**src/rtl/deferred_action_timer_table_unit_defines.svh**
```systemverilog
// assertion macros for the deferred action timer table unit
`ifndef DEFERRED_ACTION_TIMER_TABLE_UNIT_DEFINES_SVH
`define DEFERRED_ACTION_TIMER_TABLE_UNIT_DEFINES_SVH

// checked at every edge, also while reset is held
`define DATT_ASSERT(lbl, prop, msg) \
    lbl: assert property (@(posedge aclk) prop) else $error(msg);

// checked only outside reset
`define DATT_ASSERT_RST(lbl, prop, msg) \
    lbl: assert property (@(posedge aclk) disable iff (!aresetn) prop) else $error(msg);

`endif

```
**src/rtl/datt_pkg.sv**
```systemverilog
// shared types and codes of the deferred action timer table
package datt_pkg;

    localparam int DATA_BYTES = 6;
    localparam int DATA_W     = 8 * DATA_BYTES;

    localparam logic [1:0] REQ_TICK = 2'd0;
    localparam logic [1:0] REQ_SEND = 2'd1;
    localparam logic [1:0] REQ_PIN  = 2'd2;

    localparam logic [1:0] ACT_NONE = 2'd0;
    localparam logic [1:0] ACT_SEND = 2'd1;
    localparam logic [1:0] ACT_PIN  = 2'd2;
    localparam logic [1:0] ACT_FULL = 2'd3;

    localparam logic KIND_PACKET = 1'b0;
    localparam logic KIND_PIN    = 1'b1;

    typedef struct packed {
        logic              kind;
        logic [31:0]       start;
        logic [15:0]       delay;
        logic [DATA_W-1:0] payload;
        logic [2:0]        length;
        logic [7:0]        rpt;
        logic [15:0]       pin;
        logic [15:0]       order;
    } slot_rec_t;

    typedef struct packed {
        logic clear;
        logic sample;
        logic window;
    } pick_ctl_t;

endpackage

```
**src/rtl/deferred_action_timer_table_unit.sv**
```systemverilog
// top level of the deferred action timer table unit
//
//  channel  | handshake        | fields
//  ---------+------------------+--------------------------------------------------
//  request  | s_valid/s_ready  | req_type now_ms delay_ms packet_data packet_len
//           |                  | repeat_count pin_number window_open
//  result   | m_valid/m_ready  | action out_packet out_len out_repeats out_pin
//
// one request at a time; a schedule walks the used bits one slot per cycle,
// from slot 0 until a free slot is found or the last slot is reached
// a tick reads every slot record from the memory, one per cycle
// reset clears the used bits and the order counter at once, no clearing pass
// the result register holds a stalled result; the next request is taken
// meanwhile and its result waits until the register frees
`include "deferred_action_timer_table_unit_defines.svh"

module deferred_action_timer_table_unit #(
    parameter int SLOTS        = 16,
    parameter int PACKET_BYTES = 6
) (
    input  logic        aclk,
    input  logic        aresetn,
    input  logic        s_valid,
    output logic        s_ready,
    input  logic [1:0]  s_req_type,
    input  logic [31:0] s_now_ms,
    input  logic [15:0] s_delay_ms,
    input  logic [47:0] s_packet_data,
    input  logic [2:0]  s_packet_len,
    input  logic [7:0]  s_repeat_count,
    input  logic [15:0] s_pin_number,
    input  logic        s_window_open,
    output logic        m_valid,
    input  logic        m_ready,
    output logic [1:0]  m_action,
    output logic [47:0] m_out_packet,
    output logic [2:0]  m_out_len,
    output logic [7:0]  m_out_repeats,
    output logic [15:0] m_out_pin
);

    localparam int IDX_W = $clog2(SLOTS);
    localparam logic [IDX_W-1:0] LAST_IDX = IDX_W'(SLOTS - 1);
    localparam int DW = datt_pkg::DATA_W;

    typedef enum logic [2:0] {
        ST_IDLE,
        ST_FREE,
        ST_SCAN,
        ST_DRAIN,
        ST_FIRE,
        ST_RESULT
    } state_t;

    state_t           state_reg, state_next;
    logic [IDX_W-1:0] idx_reg, idx_next;
    logic             rd_valid_reg, rd_valid_next;
    logic [IDX_W-1:0] rd_idx_reg, rd_idx_next;
    logic [SLOTS-1:0] used_reg, used_next;
    logic [15:0]      order_reg, order_next;
    logic             m_valid_reg, m_valid_next;

    // captured request
    logic [1:0]       req_type_reg, req_type_next;
    logic [31:0]      now_reg, now_next;
    logic [15:0]      delay_reg, delay_next;
    logic [DW-1:0]    data_reg, data_next;
    logic [2:0]       len_reg, len_next;
    logic [7:0]       rpt_reg, rpt_next;
    logic [15:0]      pin_reg, pin_next;
    logic             window_reg, window_next;

    // staged result and result register
    logic [1:0]       res_action_reg, res_action_next;
    logic [DW-1:0]    res_packet_reg, res_packet_next;
    logic [2:0]       res_len_reg, res_len_next;
    logic [7:0]       res_rpt_reg, res_rpt_next;
    logic [15:0]      res_pin_reg, res_pin_next;
    logic [1:0]       m_action_reg, m_action_next;
    logic [DW-1:0]    m_packet_reg, m_packet_next;
    logic [2:0]       m_len_reg, m_len_next;
    logic [7:0]       m_rpt_reg, m_rpt_next;
    logic [15:0]      m_pin_reg, m_pin_next;

    logic                mem_we;
    logic                mem_re;
    logic [IDX_W-1:0]    mem_raddr;
    datt_pkg::slot_rec_t mem_wdata;
    datt_pkg::slot_rec_t mem_rdata;

    datt_pkg::pick_ctl_t pick_ctl;
    logic                pick_found;
    logic [IDX_W-1:0]    pick_idx;
    datt_pkg::slot_rec_t pick_rec;

    logic [3:0]       len_clamp;
    logic [DW-1:0]    data_masked;
    logic             s_xfer;

    assign s_ready = (state_reg == ST_IDLE);
    assign s_xfer  = s_valid && s_ready;

    // length saturation and byte masking at capture
    always_comb begin
        len_clamp = ({1'b0, s_packet_len} > 4'(PACKET_BYTES)) ? 4'(PACKET_BYTES)
                                                             : {1'b0, s_packet_len};
        for (int b = 0; b < datt_pkg::DATA_BYTES; b++) begin
            data_masked[b*8 +: 8] = (4'(b) < len_clamp) ? s_packet_data[b*8 +: 8] : 8'd0;
        end
    end

    always_comb begin
        mem_wdata.kind    = (req_type_reg == datt_pkg::REQ_PIN) ? datt_pkg::KIND_PIN
                                                                : datt_pkg::KIND_PACKET;
        mem_wdata.start   = now_reg;
        mem_wdata.delay   = delay_reg;
        mem_wdata.payload = data_reg;
        mem_wdata.length  = len_reg;
        mem_wdata.rpt     = rpt_reg;
        mem_wdata.pin     = pin_reg;
        mem_wdata.order   = order_reg;
    end

    always_comb begin
        state_next      = state_reg;
        idx_next        = idx_reg;
        rd_valid_next   = 1'b0;
        rd_idx_next     = rd_idx_reg;
        used_next       = used_reg;
        order_next      = order_reg;
        m_valid_next    = m_valid_reg && !m_ready;
        req_type_next   = req_type_reg;
        now_next        = now_reg;
        delay_next      = delay_reg;
        data_next       = data_reg;
        len_next        = len_reg;
        rpt_next        = rpt_reg;
        pin_next        = pin_reg;
        window_next     = window_reg;
        res_action_next = res_action_reg;
        res_packet_next = res_packet_reg;
        res_len_next    = res_len_reg;
        res_rpt_next    = res_rpt_reg;
        res_pin_next    = res_pin_reg;
        m_action_next   = m_action_reg;
        m_packet_next   = m_packet_reg;
        m_len_next      = m_len_reg;
        m_rpt_next      = m_rpt_reg;
        m_pin_next      = m_pin_reg;
        mem_we          = 1'b0;
        mem_re          = 1'b0;
        mem_raddr       = idx_reg;
        pick_ctl.clear  = 1'b0;
        pick_ctl.sample = rd_valid_reg;
        pick_ctl.window = window_reg;

        case (state_reg)
            ST_IDLE: begin
                if (s_xfer) begin
                    idx_next      = '0;
                    req_type_next = s_req_type;
                    now_next      = s_now_ms;
                    delay_next    = s_delay_ms;
                    window_next   = s_window_open;
                    if (s_req_type == datt_pkg::REQ_SEND) begin
                        data_next = data_masked;
                        len_next  = len_clamp[2:0];
                        rpt_next  = s_repeat_count;
                        pin_next  = 16'd0;
                    end else begin
                        data_next = '0;
                        len_next  = 3'd0;
                        rpt_next  = 8'd0;
                        pin_next  = s_pin_number;
                    end
                    pick_ctl.clear = 1'b1;
                    case (s_req_type)
                        datt_pkg::REQ_SEND,
                        datt_pkg::REQ_PIN:  state_next = ST_FREE;
                        datt_pkg::REQ_TICK: state_next = ST_SCAN;
                        default: begin
                            res_action_next = datt_pkg::ACT_NONE;
                            res_packet_next = '0;
                            res_len_next    = 3'd0;
                            res_rpt_next    = 8'd0;
                            res_pin_next    = 16'd0;
                            state_next      = ST_RESULT;
                        end
                    endcase
                end
            end
            ST_FREE: begin
                res_packet_next = '0;
                res_len_next    = 3'd0;
                res_rpt_next    = 8'd0;
                res_pin_next    = 16'd0;
                if (!used_reg[idx_reg]) begin
                    mem_we             = 1'b1;
                    used_next[idx_reg] = 1'b1;
                    order_next         = order_reg + 16'd1;
                    res_action_next    = datt_pkg::ACT_NONE;
                    state_next         = ST_RESULT;
                end else if (idx_reg == LAST_IDX) begin
                    res_action_next = datt_pkg::ACT_FULL;
                    state_next      = ST_RESULT;
                end else begin
                    idx_next = idx_reg + 1'b1;
                end
            end
            ST_SCAN: begin
                mem_re        = 1'b1;
                rd_valid_next = 1'b1;
                rd_idx_next   = idx_reg;
                if (idx_reg == LAST_IDX) begin
                    state_next = ST_DRAIN;
                end else begin
                    idx_next = idx_reg + 1'b1;
                end
            end
            ST_DRAIN: begin
                // last record is judged at this edge
                state_next = ST_FIRE;
            end
            ST_FIRE: begin
                res_action_next = datt_pkg::ACT_NONE;
                res_packet_next = '0;
                res_len_next    = 3'd0;
                res_rpt_next    = 8'd0;
                res_pin_next    = 16'd0;
                if (pick_found) begin
                    used_next[pick_idx] = 1'b0;
                    if (pick_rec.kind == datt_pkg::KIND_PACKET) begin
                        res_action_next = datt_pkg::ACT_SEND;
                        res_packet_next = pick_rec.payload;
                        res_len_next    = pick_rec.length;
                        res_rpt_next    = pick_rec.rpt;
                    end else begin
                        res_action_next = datt_pkg::ACT_PIN;
                        res_pin_next    = pick_rec.pin;
                    end
                end
                state_next = ST_RESULT;
            end
            ST_RESULT: begin
                if (!m_valid_reg || m_ready) begin
                    m_valid_next  = 1'b1;
                    m_action_next = res_action_reg;
                    m_packet_next = res_packet_reg;
                    m_len_next    = res_len_reg;
                    m_rpt_next    = res_rpt_reg;
                    m_pin_next    = res_pin_reg;
                    state_next    = ST_IDLE;
                end
            end
            default: begin
                state_next = ST_IDLE;
            end
        endcase
    end

    always_ff @(posedge aclk) begin
        if (!aresetn) begin
            state_reg    <= ST_IDLE;
            rd_valid_reg <= 1'b0;
            used_reg     <= '0;
            order_reg    <= 16'd0;
            m_valid_reg  <= 1'b0;
        end else begin
            state_reg    <= state_next;
            rd_valid_reg <= rd_valid_next;
            used_reg     <= used_next;
            order_reg    <= order_next;
            m_valid_reg  <= m_valid_next;
        end
        idx_reg        <= idx_next;
        rd_idx_reg     <= rd_idx_next;
        req_type_reg   <= req_type_next;
        now_reg        <= now_next;
        delay_reg      <= delay_next;
        data_reg       <= data_next;
        len_reg        <= len_next;
        rpt_reg        <= rpt_next;
        pin_reg        <= pin_next;
        window_reg     <= window_next;
        res_action_reg <= res_action_next;
        res_packet_reg <= res_packet_next;
        res_len_reg    <= res_len_next;
        res_rpt_reg    <= res_rpt_next;
        res_pin_reg    <= res_pin_next;
        m_action_reg   <= m_action_next;
        m_packet_reg   <= m_packet_next;
        m_len_reg      <= m_len_next;
        m_rpt_reg      <= m_rpt_next;
        m_pin_reg      <= m_pin_next;
    end

    datt_slot_mem #(
        .SLOTS (SLOTS),
        .IDX_W (IDX_W)
    ) u_mem (
        .aclk  (aclk),
        .we    (mem_we),
        .waddr (idx_reg),
        .wdata (mem_wdata),
        .re    (mem_re),
        .raddr (mem_raddr),
        .rdata (mem_rdata)
    );

    datt_pick #(
        .IDX_W (IDX_W)
    ) u_pick (
        .aclk        (aclk),
        .aresetn     (aresetn),
        .ctl         (pick_ctl),
        .rd_idx      (rd_idx_reg),
        .rd_used     (used_reg[rd_idx_reg]),
        .rd_data     (mem_rdata),
        .now_ms      (now_reg),
        .order_count (order_reg),
        .found       (pick_found),
        .best_idx    (pick_idx),
        .best_rec    (pick_rec)
    );

    assign m_valid       = m_valid_reg;
    assign m_action      = m_action_reg;
    assign m_out_packet  = m_packet_reg;
    assign m_out_len     = m_len_reg;
    assign m_out_repeats = m_rpt_reg;
    assign m_out_pin     = m_pin_reg;

    `DATT_ASSERT(a_reset_idle, !aresetn |=> (!m_valid && s_ready), "reset did not idle the unit")
    `DATT_ASSERT_RST(a_one_request, (s_valid && s_ready) |=> !s_ready, "second request taken early")
    `DATT_ASSERT_RST(a_fire_used, (state_reg == ST_FIRE && pick_found) |-> used_reg[pick_idx], "firing a free slot")
    `DATT_ASSERT_RST(a_full_only, (state_reg == ST_FREE && idx_reg == LAST_IDX && used_reg[idx_reg]) |-> (&used_reg), "rejected while a slot is free")

endmodule

```
**src/rtl/datt_slot_mem.sv**
```systemverilog
// slot record memory, one write port and one registered read port
module datt_slot_mem #(
    parameter int SLOTS = 16,
    parameter int IDX_W = 4
) (
    input  logic                     aclk,
    input  logic                     we,
    input  logic [IDX_W-1:0]         waddr,
    input  datt_pkg::slot_rec_t      wdata,
    input  logic                     re,
    input  logic [IDX_W-1:0]         raddr,
    output datt_pkg::slot_rec_t      rdata
);

    datt_pkg::slot_rec_t mem [SLOTS];
    datt_pkg::slot_rec_t rdata_reg;

    always_ff @(posedge aclk) begin
        if (we) begin
            mem[waddr] <= wdata;
        end
        if (re) begin
            rdata_reg <= mem[raddr];
        end
    end

    assign rdata = rdata_reg;

endmodule

```
**src/rtl/datt_pick.sv**
```systemverilog
// running selection of the most recent due slot during a tick scan
module datt_pick #(
    parameter int IDX_W = 4
) (
    input  logic                 aclk,
    input  logic                 aresetn,
    input  datt_pkg::pick_ctl_t  ctl,
    input  logic [IDX_W-1:0]     rd_idx,
    input  logic                 rd_used,
    input  datt_pkg::slot_rec_t  rd_data,
    input  logic [31:0]          now_ms,
    input  logic [15:0]          order_count,
    output logic                 found,
    output logic [IDX_W-1:0]     best_idx,
    output datt_pkg::slot_rec_t  best_rec
);

    logic                found_reg;
    logic [15:0]         best_age_reg;
    logic [IDX_W-1:0]    best_idx_reg;
    datt_pkg::slot_rec_t best_rec_reg;

    logic [31:0] elapsed;
    logic [15:0] age;
    logic        eligible;
    logic        take;

    always_comb begin
        elapsed  = now_ms - rd_data.start;
        age      = order_count - rd_data.order;
        eligible = ctl.sample && rd_used && (elapsed >= {16'd0, rd_data.delay})
                   && ((rd_data.kind == datt_pkg::KIND_PIN) || ctl.window);
        // strict compare keeps the lowest index on equal age
        take     = eligible && (!found_reg || (age < best_age_reg));
    end

    always_ff @(posedge aclk) begin
        if (!aresetn) begin
            found_reg <= 1'b0;
        end else if (ctl.clear) begin
            found_reg <= 1'b0;
        end else if (take) begin
            found_reg <= 1'b1;
        end
        if (take) begin
            best_age_reg <= age;
            best_idx_reg <= rd_idx;
            best_rec_reg <= rd_data;
        end
    end

    assign found    = found_reg;
    assign best_idx = best_idx_reg;
    assign best_rec = best_rec_reg;

endmodule

```
**config.mk**
```make
export PLATFORM = sky130hd
export DESIGN_NAME = deferred_action_timer_table_unit
export DESIGN_NICKNAME = d
export VERILOG_FILES = /design/src/rtl/datt_pkg.sv /design/src/rtl/deferred_action_timer_table_unit.sv /design/src/rtl/datt_slot_mem.sv /design/src/rtl/datt_pick.sv
export VERILOG_INCLUDE_DIRS = /design/src /design/src/rtl
export SDC_FILE = /design/constraint.sdc
export NUM_CORES = 2
export LEC_CHECK = 0
export ABC_AREA = 1
export BUFFER_PORTS_ARGS = -buffer_cell sky130_fd_sc_hd__buf_2
export CORE_UTILIZATION = 37
export CTS_CLUSTER_DIAMETER = 120
export DETAILED_ROUTE_END_ITERATION = 6
export GPL_ROUTABILITY_DRIVEN = 0
export SETUP_SLACK_MARGIN = 0.4
export SYNTH_ARGS = -nofsm -noshare
export SYNTH_HDL_FRONTEND = slang
export SYNTH_HIERARCHICAL = 1
export SYNTH_SLANG_ARGS = --single-unit
export TNS_END_PERCENT = 1
```
**constraint.sdc**
```tcl
create_clock -name aclk -period 23.5 [get_ports aclk]
set_input_delay 3.525 -clock aclk [delete_from_list [all_inputs] [get_ports aclk]]
set_output_delay 3.525 -clock aclk [all_outputs]
set_load 0.02 [all_outputs]
```
# Yosys cells after proc, flatten, opt, wreduce, memory -nomap -nowiden
# Memories as Yosys holds them, arrays and structs flattened. A register that Yosys moved wholly into a read port is not among the register bits.
# Cells that the tools add are included.
[word_totals]
ff_bits = 422
mem_bits_rw = 2240
out_inout_bits = 79
wordCells = 175
n_memories = 1
[mem_list]
columns = ["memory", "words", "word_bits", "rd", "rd_ports_with_merged_regs", "write_ports", "line_no", "text"]
rows = [
  ["u_mem.mem", 16, 140, 1, 1, 1, "datt_slot_mem.sv:15", "datt_pkg::slot_rec_t mem [SLOTS];"],
]
[classes]
addsub = 4
n_lt_le_gt_ge = 14
n_eq_ne = 17
mux = 60
n_bitwise = 5
reduce_logical = 36
[ops]
columns = ["operator", "count"]
rows = [
  ["48-bit two-way mux", 4],
  ["48-bit case mux with 3 select lines", 1],
  ["16-bit two-way mux", 6],
  ["16-bit case mux with 3 select lines", 1],
  ["32-bit by 16-bit greater-or-equal comparator with 1-bit output", 1],
  ["8-bit two-way mux", 4],
  ["16-bit case mux with 2 select lines", 1],
  ["32-bit subtractor", 1],
  ["3-bit two-way mux", 10],
  ["8-bit case mux with 3 select lines", 1],
  ["3-bit case mux with 6 select lines", 1],
  ["2-bit AND reduction", 9],
  ["16-bit by 1-bit adder with 16-bit output (second input constant)", 1],
  ["16-bit AND", 1],
  ["16-bit < comparator", 1],
  ["16-bit NOT", 1],
  ["16-bit OR", 1],
  ["16-bit subtractor", 1],
  ["4-bit by 5-bit < comparator with 1-bit output (second input constant)", 3],
  ["1-bit two-way mux", 14],
  ["2-bit two-way mux", 6],
  ["4-bit two-way mux", 3],
  ["4-bit case mux with 3 select lines", 1],
  ["2-bit inequality test (second input constant)", 5],
  ["other kinds (31)", 58],
]

# Depth between registers and ports, before layout
[depth]
depth_word = 8
ltp_mapped = 25
depth_no_buf = 25

# Modules after synthesis
# The synthesis kept the hierarchy.
[modules_own_cells]
columns = ["mod", "instances", "cells_each", "area_per_inst_um2", "seq_area_each_um2"]
rows = [
  ["datt_slot_mem", 1, 8485, 96822.9, 71468.5],
  ["deferred_action_timer_table_unit", 1, 1062, 12590.8, 9389.0],
  ["datt_pick", 1, 975, 9029.9, 4824.6],
]

# Worst setup path after synthesis
# Ideal clock, no wire load.
[synth_path]
path_kind = "flip-flop to flip-flop"
from = "reg order_reg[0]"
to = "reg u_pick.best_age_reg[0], enable pin"
setup_ps = 732
t_arrival_ps = 10263
setup_slack_ps = 12504
path_stages_with_launch = 17
period_less_slack_ps = 10996
path_cell_list = "dfxtp_1 > inv_1 > ha_1 > inv_1 > fa_1 > nand3_1 > nand2_1 > a21oi_1 > o21ai_0 > a221oi_1 > xnor2_1 > ha_1 > nand2_1 > nor2_1 > nand3_1 > o2111ai_1 > a21oi_1"
[synth_via]
elab_chain_len = 4
[synth_rtl]
columns = ["item", "line_no", "text"]
rows = [
  ["from (decl)", "deferred_action_timer_table_unit.sv:60", "logic [15:0] order_reg, order_next;"],
  ["from (signal assigned)", "deferred_action_timer_table_unit.sv:272", "order_reg <= order_next;"],
  ["16-bit subtractor", "datt_pick.sv:30", "age = order_count - rd_data.order;"],
  ["named net u_pick.age[14]", "datt_pick.sv:24", "logic [15:0] age;"],
  ["16-bit < comparator", "datt_pick.sv:34", "take = eligible && (!found_reg || (age < best_age_reg));"],
  ["1-bit logical OR", "datt_pick.sv:34", ""],
  ["1-bit logical AND", "datt_pick.sv:34", ""],
  ["named net u_pick.take", "datt_pick.sv:26", "logic take;"],
  ["to (signal assigned)", "datt_pick.sv:46", "best_age_reg <= age;"],
  ["to (decl)", "datt_pick.sv:19", "logic [15:0] best_age_reg;"],
]
# The timed path passes the listed nets, and every way through them passes these cells.
# A chain may end at the register's enable or synchronous reset.

# Worst setup path after layout
[layout_path]
from = "reg now_reg[0]"
to = "reg u_pick.best_rec_reg, in the netlist u_pick/best_rec[87], enable pin"
[layout_via]
elab_chain_len = 5
[layout_rtl]
columns = ["item", "line_no", "text"]
rows = [
  ["from (decl)", "deferred_action_timer_table_unit.sv:65", "logic [31:0] now_reg, now_next;"],
  ["from (signal assigned)", "deferred_action_timer_table_unit.sv:278", "now_reg <= now_next;"],
  ["32-bit subtractor", "datt_pick.sv:29", "elapsed = now_ms - rd_data.start;"],
  ["32-bit by 16-bit greater-or-equal comparator with 1-bit output", "datt_pick.sv:31", "eligible = ctl.sample && rd_used && (elapsed >= {16'd0, rd_data.delay})"],
  ["1-bit logical AND", "datt_pick.sv:31", ""],
  ["1-bit logical AND", "datt_pick.sv:32", "&& ((rd_data.kind == datt_pkg::KIND_PIN) || ctl.window);"],
  ["1-bit logical AND", "datt_pick.sv:34", ""],
  ["named net u_pick.take", "datt_pick.sv:26", ""],
  ["to (signal assigned)", "datt_pick.sv:48", "best_rec_reg <= rd_data;"],
  ["to (decl)", "datt_pick.sv:21", "datt_pkg::slot_rec_t best_rec_reg;"],
]
# The timed path passes the listed nets, and every way through them passes these cells.

==> impl_metrics.tcl <==
set metrics [dict create \
    drive_gt1_share_pct 7.547 \
    cts_root_buf "clkbuf_16" \
    synth_fp_nets 10670 \
    cp_max_fo 46 \
    grt_antenna_before_repair 19 \
    ys_warn_count 6 \
    instances_no_fill 14970 \
    setup.worst_path.end_class "register" \
    power.density_nw_per_um2 117.2 \
    netlist_area_um2 116500 \
    first_pass_iters 6 \
    coreArea_um2 312700 \
    wl_met3_um 21280 \
    crit_arrival_ns 6.25 \
    ios 209 \
    htree_levels 5 \
    wl_per_cell_um 20.42 \
    fmax_ghz 0.1733 \
    fin_setup_tns_ns 0 \
    crit_required_ns 23.98 \
    hp-class "register to register" \
    dieArea_um2 317200 \
    wl_um 305700 \
    initial_core_util_pct 37.27 \
    ctsResizeCount 0 \
    drc 0 \
    clock_sinks 2802 \
    layout_common_cells "nand2_1, edfxtp_1, nand3_1" \
    grt_max_degree 228 \
    max_slew_margin_pct 21.69 \
    syn_area_per_cell_um2 11.14 \
    grt_util_all_layers_pct 18.95 \
    finClkSkew_ns 0.09021 \
    ir_drop_mv 0.1615 \
    drv_cap 0 \
    viasPerCell 5.026 \
    grt_pass1_wl_um 456200 \
    fin_crit_ns 5.770 \
    clk_latency_ns 0.91 \
    wl_met2_um 146700 \
    drv_slew 0 \
    rsz0062_at_grt "false" \
    worst-slew-pin-transition_ns 1.170 \
    power.internal_mw 10.01 \
    areaGrowthSynthToFinish_pct 12.52 \
    setup_violations 0 \
    switching_share_pct 34.85 \
    layout.nets 10820 \
    post_cts_buffers 0 \
    power_frac_clock_pct 29.5 \
    final_common_cell "nand2_1" \
    num_vias 75240 \
    cts_tree "yes" \
    seq_power_share_pct 42.8 \
    ant_nets 0 \
    p_switching_mw 5.354 \
    hold_buffers 0 \
    grt_pass1_vias 72950 \
    synth_cells 10460 \
    clk_path_buf_depth 4 \
    grt_overflow 0 \
    cp-start-kind "register" \
    status "complete, no violations" \
    wl_met1_um 129800 \
    die_x_um 563.2 \
    place_inst 14440 \
    crit_type "register to register" \
    largest_reg_flops 2240 \
    clk_pin_slew_worst_paths_ns 0.06 \
    rows 205 \
    leakage_nw 52.43 \
    dp_hpwl_um 150100 \
    drt-initial-drc-count 7306 \
    highest_layer "met4" \
    die_y_um 563.2 \
    numPortBuffers 208 \
    fin_crit_sh_pct 24.55 \
    p_comb_share_pct 27.7 \
    cts_made_buffers 305 \
    hold_viol 0 \
]
-- final timing paths --
check	from	endpoint	slack, ns	cells after the start
setup reg to reg	now_reg[0]$_DFFE_PP_	u_pick/best_rec[87]$_DFFE_PP_	17.73	22
setup / recovery	now_reg[0]$_DFFE_PP_	u_pick/best_rec[87]$_DFFE_PP_	17.73	22
hold / removal	res_packet_reg[18]$_SDFFCE_PP0P_	m_out_packet[18]$_DFFE_PP_	0.40	0
hold reg to reg	res_packet_reg[18]$_SDFFCE_PP0P_	m_out_packet[18]$_DFFE_PP_	0.40	0
-- per-stage QoR --
step / power [mW] / instance area [µm²] / worst slack [ns] / utilization [%] / hold slack, ns
after detailed placement: 10.92 / 121800 / 17.26 / 38.95 / 0.4045
after global placement: 10.85 / 121800 / 17.27 / 38.95 / 0.4007
final: 15.36 / 131100 / 17.73 / 41.93 / 0.3961
after CTS: 15.46 / 131100 / 17.74 / 41.93 / 0.3927
after floorplan: 9.598 / 116500 / 14.10 / - / 0.4003
after global routing: 16.16 / 131100 / 17.34 / 41.93 / 0.3939
-- power by group through the flow --
stage,Combinational (mW),Sequential [mW],Clock (mW)
6_report,4.26,6.58,4.53
2_1_floorplan,2.94,6.66,0
5_1_grt,4.72,6.63,4.81
4_1_cts,4.26,6.58,4.62
3_5_place_dp,4.24,6.68,0
3_3_place_gp,4.19,6.66,0
-- worst max-delay path: stages (launching register included) --
cell and delay [ns]:
edfxtp_1 0.68, inv_1 0.09, ha_1 0.22, fa_1 0.41, inv_1 0.12, nand2_1 0.06, nand2_1 0.11, nand4_1 0.11
nand3_1 0.20, xor2_1 0.17, ha_1 0.15, a21oi_1 0.06, nor3_1 0.19, a211oi_1 0.08, nand3_1 0.11, nor2_1 0.06
nand2_1 0.07, nor2_1 0.05, nand2_1 0.30, nand2_2 0.14, a21oi_4 0.43, buf_4 0.80, buf_4 0.70
-- layout make-up --
| type | instances | area [µm²] |
|---|---|---|
| antenna | 6 | 15.01 |
| clock buffer | 374 | 8104 |
| clock inverter | 156 | 1219 |
| fill | 28900 | 181600 |
| inverter | 1362 | 5149 |
| multi-input combinational | 5806 | 25570 |
| sequential | 2802 | 83760 |
| tap | 4140 | 5180 |
| timing repair buffer | 325 | 2120 |
-- layer usage --
metal  vias up  GRT usage, %
met2      2799         32.04
met3       511         2.245
met1     36940         25.68
li1      34990             -
met5         -             0
met4         0         5.401
Power figures use the tool's default switching activity.
